===== src/ua128_pkg.sv =====
// Shared types and constants for the 128-bit unsigned ALU.
package ua128_pkg;

  localparam int unsigned DataWidth  = 128;
  localparam int unsigned HalfWidth  = 64;
  localparam int unsigned ShiftWidth = 7;
  localparam int unsigned OpWidth    = 4;

  typedef logic [DataWidth-1:0] word_t;

  typedef enum logic [OpWidth-1:0] {
    OP_ADD = 4'd0,
    OP_SUB = 4'd1,
    OP_MUL = 4'd2,
    OP_DIV = 4'd3,
    OP_MOD = 4'd4,
    OP_AND = 4'd5,
    OP_OR  = 4'd6,
    OP_XOR = 4'd7,
    OP_NOT = 4'd8,
    OP_SHL = 4'd9,
    OP_SHR = 4'd10,
    OP_CMP = 4'd11
  } op_t;

  typedef enum logic [1:0] {
    MODE_PASS = 2'd0,
    MODE_MUL  = 2'd1,
    MODE_DIV  = 2'd2
  } mode_t;

  // Control that travels with each word down the cell chain.
  typedef struct packed {
    logic  valid;
    mode_t mode;
    logic  want_quo;
    logic  equal;
    logic  greater;
    logic  less;
    logic  div_by_zero;
  } ctl_t;

endpackage


===== src/ua128_cell.sv =====
// One cell of the chain: one shift-add multiply step or one restoring divide step.
module ua128_cell
  import ua128_pkg::*;
#(
  parameter int unsigned BIT_IDX = 0
) (
  input  logic  clk,
  input  logic  rst_n,
  input  ctl_t  ctl_in,
  input  word_t a_in,
  input  word_t b_in,
  input  word_t acc_in,
  input  word_t quo_in,
  output ctl_t  ctl_r,
  output word_t a_r,
  output word_t b_r,
  output word_t acc_r,
  output word_t quo_r
);

  word_t              shifted;
  logic [DataWidth:0] diff;
  logic               ge;
  word_t              acc_nxt;
  word_t              quo_nxt;
  word_t              a_nxt;

  // The divide step shifts the next dividend bit into the partial remainder.
  assign shifted = {acc_in[DataWidth-2:0], a_in[DataWidth-1]};
  assign diff    = {acc_in[DataWidth-1], shifted} - {1'b0, b_in};
  assign ge      = ~diff[DataWidth];

  always_comb begin
    acc_nxt = acc_in;
    quo_nxt = quo_in;
    a_nxt   = a_in;
    unique case (ctl_in.mode)
      MODE_MUL: begin
        a_nxt = a_in << 1;
        if (b_in[BIT_IDX[ShiftWidth-1:0]]) begin
          acc_nxt = acc_in + a_in;
        end
      end
      MODE_DIV: begin
        a_nxt   = a_in << 1;
        acc_nxt = ge ? diff[DataWidth-1:0] : shifted;
        quo_nxt = {quo_in[DataWidth-2:0], ge};
      end
      default: acc_nxt = acc_in;
    endcase
  end

  always_ff @(posedge clk) begin
    if (!rst_n) begin
      ctl_r <= '0;
    end else begin
      ctl_r <= ctl_in;
    end
    a_r   <= a_nxt;
    b_r   <= b_in;
    acc_r <= acc_nxt;
    quo_r <= quo_nxt;
  end

endmodule

===== config.mk =====
export PLATFORM = sky130hd
export DESIGN_NAME = ua128_cell
export DESIGN_NICKNAME = d
export VERILOG_FILES = /design/src/ua128_pkg.sv /design/src/ua128_cell.sv
export SDC_FILE = /design/constraint.sdc
export NUM_CORES = 2
export LEC_CHECK = 0
export ABC_AREA = 1
export BUFFER_PORTS_ARGS = -buffer_cell sky130_fd_sc_hd__buf_2
export CORE_AREA = 2 2 403 405
export CTS_CLUSTER_DIAMETER = 100
export DETAILED_ROUTE_END_ITERATION = 7
export DIE_AREA = 0 0 405 407
export HOLD_SLACK_MARGIN = 0.08
export PLACE_DENSITY = 0.55
export SETUP_SLACK_MARGIN = 0.5
export SLEW_MARGIN = 20
export SYNTH_ARGS = -nofsm -noshare
export SYNTH_HDL_FRONTEND = slang
export SYNTH_SLANG_ARGS = --single-unit

===== constraint.sdc =====
create_clock -name clk -period 2.6 [get_ports clk]
set_input_delay 0.13 -clock clk [delete_from_list [all_inputs] [get_ports clk]]
set_output_delay 0.13 -clock clk [all_outputs]
set_load 0.02 [all_outputs]

==> flow_summary_export.csv <==
group,metric,value,unit
layout,area_growth,76.2,%
sta,slew_viol_final,0,
worst_setup_path,arrival,2.73,ns
clock_network,clockBufferDepth,3,
logic_synthesis,async_flop_share,0,%
logic_synthesis,postSynthCellCount,8983,
logic_synthesis,ys.warnings.count,0,
place,dp_slack,-0.677,ns
place,place_congestion,1.07,
clock_network,htree_levels,3,
worst_setup_path,crit_chain,"clkbuf_4, ha_4, buf_4, nand2_1, nor2_1, nand2_1, nor2_2, inv_1, buf_4, nor4_1, nand2_1, nand3_1, nand3_2, a21oi_1, a21oi_1",
sta,hold_viol_final,0,
global_route,globalRouteOverflowTotal,0,
worst_setup_path,crit_family,"simple AND/OR/NAND/NOR gates",
die,die_area,165000,sq um
power_and_ir_drop,finalPower,38.5,mW
clock_network,root_buffer,"clkbuf_16",
worst_setup_path,cp_max_fo,4,
worst_setup_path,slowest_delay,0.31,ns
sta,fin_crit_sh,83.0,%
die,core,160000,sq um
sta,slew_headroom,8.90,%
worst_setup_path,criticalPathCategory,"in -> reg",
worst_setup_path,crit_top_cell,"nand2_1",
global_route,top_usage_layer,"met2",
logic_synthesis,syn_nets,9764,
logic_synthesis,synth_ff_type,"dfxtp_1",
logic_synthesis,syn_area_per_cell,5.29,sq um
power_and_ir_drop,peakVddDrop,0.000502,V
worst_setup_path,startpoint,"acc_in[45]",
die,io_pins,1042,
sta,setup-violations-final,0,
place,dp.cells,13786,
place,placed_area,68800,sq um
global_route,grt_use_met3,11.3,%
clock_network,cts.sinks,520,
worst_setup_path,required,3.17,ns
layout,fill_cells,16548,
die,fp.dieH,407,um
worst_setup_path,end_kind,"register",
die,start_util,29.7,%
routing,drt_wl_total,358000,um
layout,layout.cells.non_filler,14681,
layout,fin_area,83700,sq um
global_route,antenna_found_initial,70,
sta,fmax,0.463,GHz
clock_network,cts_tree,"done",
global_route,track_usage,41.2,%
worst_setup_path,slowest_stage,"ha_4",
routing,final_antenna_net_count,0,
layout,final_nets,13217,
global_route,grt_util_met2,59.1,%
layout,finish.utilization,52.2,%
place,place_hpwl,294000,um
clock_network,clk_pin_slew_worst_paths,0.06,ns
logic_synthesis,syn_area,47500,sq um
run_status,status,"completed",
hold_path,hold_start,"ctl_in[5]",
layout,multiInputGateArea,33500,sq um
die,die_w,405,um
worst_setup_path,cp_num_buf_inv,4,
global_route,grt_pass1_vias,66098,
power_and_ir_drop,cellPowerDensity,460,nW/um^2
place,portBuffers,1041,
logic_synthesis,synth_edf_count,0,
logic_synthesis,yosysSeqAreaShare,21.9,%
sta,rsz0062_at_grt,"yes",
routing,drtIter0Drc,8936,
global_route,grt_max_degree,113,
logic_synthesis,ys_types,41,
job,maxCapViolCount,0,
sta,post-route-min-period,2.16,ns
routing,via_count,71653,
layout,drive_gt1_share,32.2,%
hold_path,hp-class,"in -> reg",
sta,tightest_slew,1.35,ns
global_route,met1_usage,57.5,%
routing,via_per_inst,4.88,
routing,drc,0,
routing,firstDrtPassIters,6,
worst_setup_path,start_kind,"input pin",
sta,setup_slack,0.442,ns
layout,seqCellArea,10400,sq um
clock_network,cts_buffers,68,
die,fp-row-count,147,
global_route,grt_pass1_wl,475000,um
logic_synthesis,ys_seq_elements,520,
routing,drt-wirelength-per-cell,24.4,um
power_and_ir_drop,power_leakage,46.8,nW
==> logic make-up (layout without fill, tap and decap cells) <==
| kind of cell | count (synthesis) | count (layout) | synth area share (%) |
|---|---|---|---|
| other cells | 0 | 34 | 0 |
| compound gates | 821 | 821 | 9.10 |
| flops | 520 | 520 | 21.9 |
| fa+ha+maj | 259 | 259 | 6.85 |
| simple gates | 5119 | 5119 | 43.3 |
| xor+xnor | 72 | 72 | 1.33 |
| mux | 1 | 1 | 0.0237 |
| buf+inv | 2191 | 5695 | 17.5 |
==> tightest hold or removal path: stages <==
cell     delay (ns)
buf_2          0.13
inv_1          0.08
ha_4           0.24
nand2_1        0.08
nand2_1        0.06
==> Yosys cell counts (3+ instances only) <==
| library cell | n | area (sq um) |
|---|---|---|
| a21boi_0 | 6 | 45.0 |
| a21o_1 | 4 | 30.0 |
| a21oi_1 | 610 | 3050 |
| a21oi_2 | 34 | 298 |
| and2_1 | 6 | 37.5 |
| buf_1 | 15 | 56.3 |
| buf_2 | 21 | 105 |
| buf_6 | 7 | 78.8 |
| clkbuf_1 | 122 | 458 |
| clkinv_1 | 6 | 22.5 |
| dfxtp_1 | 520 | 10400 |
| ha_1 | 257 | 3220 |
| inv_1 | 1974 | 7410 |
| inv_2 | 44 | 165 |
| nand2_1 | 3569 | 13400 |
| nand2_2 | 55 | 344 |
| nand2_4 | 6 | 67.6 |
| nand3_1 | 456 | 2280 |
| nand3_2 | 11 | 110 |
| nand3b_1 | 43 | 323 |
| nand4_1 | 45 | 282 |
| nor2_1 | 819 | 3070 |
| nor2_2 | 19 | 119 |
| nor2_4 | 3 | 33.8 |
| nor3_1 | 60 | 300 |
| nor4_1 | 17 | 106 |
| o21a_1 | 3 | 22.5 |
| o21ai_0 | 144 | 721 |
| o21bai_1 | 16 | 120 |
| or2_2 | 6 | 37.5 |
| xnor2_1 | 64 | 561 |
| xor2_1 | 8 | 70.1 |
==> final cells by class <==
class	count	area share, %
clock inverter	33	0.459
antenna	34	0.102
timing repair buffer	3550	32.4
tap	2160	3.23
multi-input combinational	6272	40.0
sequential	520	12.4
inverter	2024	9.14
clock buffer	88	2.23
==> power by group <==
| part | switching [mW] | leakage (nW) | internal, mW |
|---|---|---|---|
| clock network | 4.37 | 1.09 | 5.56 |
| logic | 11.4 | 41.4 | 7.66 |
| registers | 0.702 | 4.39 | 8.80 |
==> stage by stage <==
stage | hold slack (ns) | setup TNS (ns)
finish | 0.0462 | 0
global placement | 0.247 | -48.38
CTS | 0.0811 | 0
global route | 0.0852 | 0
floorplan | 0.158 | 0
detailed placement | 0.249 | -50.88
==> per-layer routing <==
metal / vias up / part of all wire [%]
li1: 33764 / -
met1: 33203 / 43
met2: 3975 / 40
met5: - / 0.078
met3: 675 / 12
met4: 36 / 4.9
==> state kept, by name, summed over array words and instances (netlist names) <==
signal  flops
acc_r     128
b_r       128
a_r       128
quo_r     128
ctl_r       8
==> path summary, 6_finish.rpt <==
check             cells past startpoint  slack [ns]    endpoint
setup / recovery                     15        0.44  acc_r[100]
hold / removal                        5        0.05     a_r[19]
==> cells in the final DEF, fill, tap and decap left out, types with 59 or more instances in the layout <==
| master | count |
|---|---|
| buf_12 | 72 |
| buf_2 | 962 |
| nand2_1 | 3314 |
| nor2_2 | 165 |
| a21oi_2 | 133 |
| xnor2_1 | 59 |
| nand3_2 | 66 |
| ha_1 | 78 |
| nand3_1 | 392 |
| buf_4 | 1737 |
| dfxtp_1 | 520 |
| ha_4 | 158 |
| a21oi_1 | 505 |
| nor2_1 | 618 |
| inv_2 | 69 |
| dlygate4sd3_1 | 707 |
| o21ai_0 | 131 |
| nand2_2 | 286 |
| inv_1 | 1939 |
| clkbuf_16 | 69 |
==> repair_timing <==
item                                   in CTS  in global routing
endpoints found under the hold margin     518                  0
buffers inserted                            8                 23
hold buffers                              707                  0
pin swaps                                  22                117
setup endpoints to repair                 129                158
cloned                                      2                  0
resized for setup                         357                821
No activity file was read; power rests on OpenSTA's default activity.
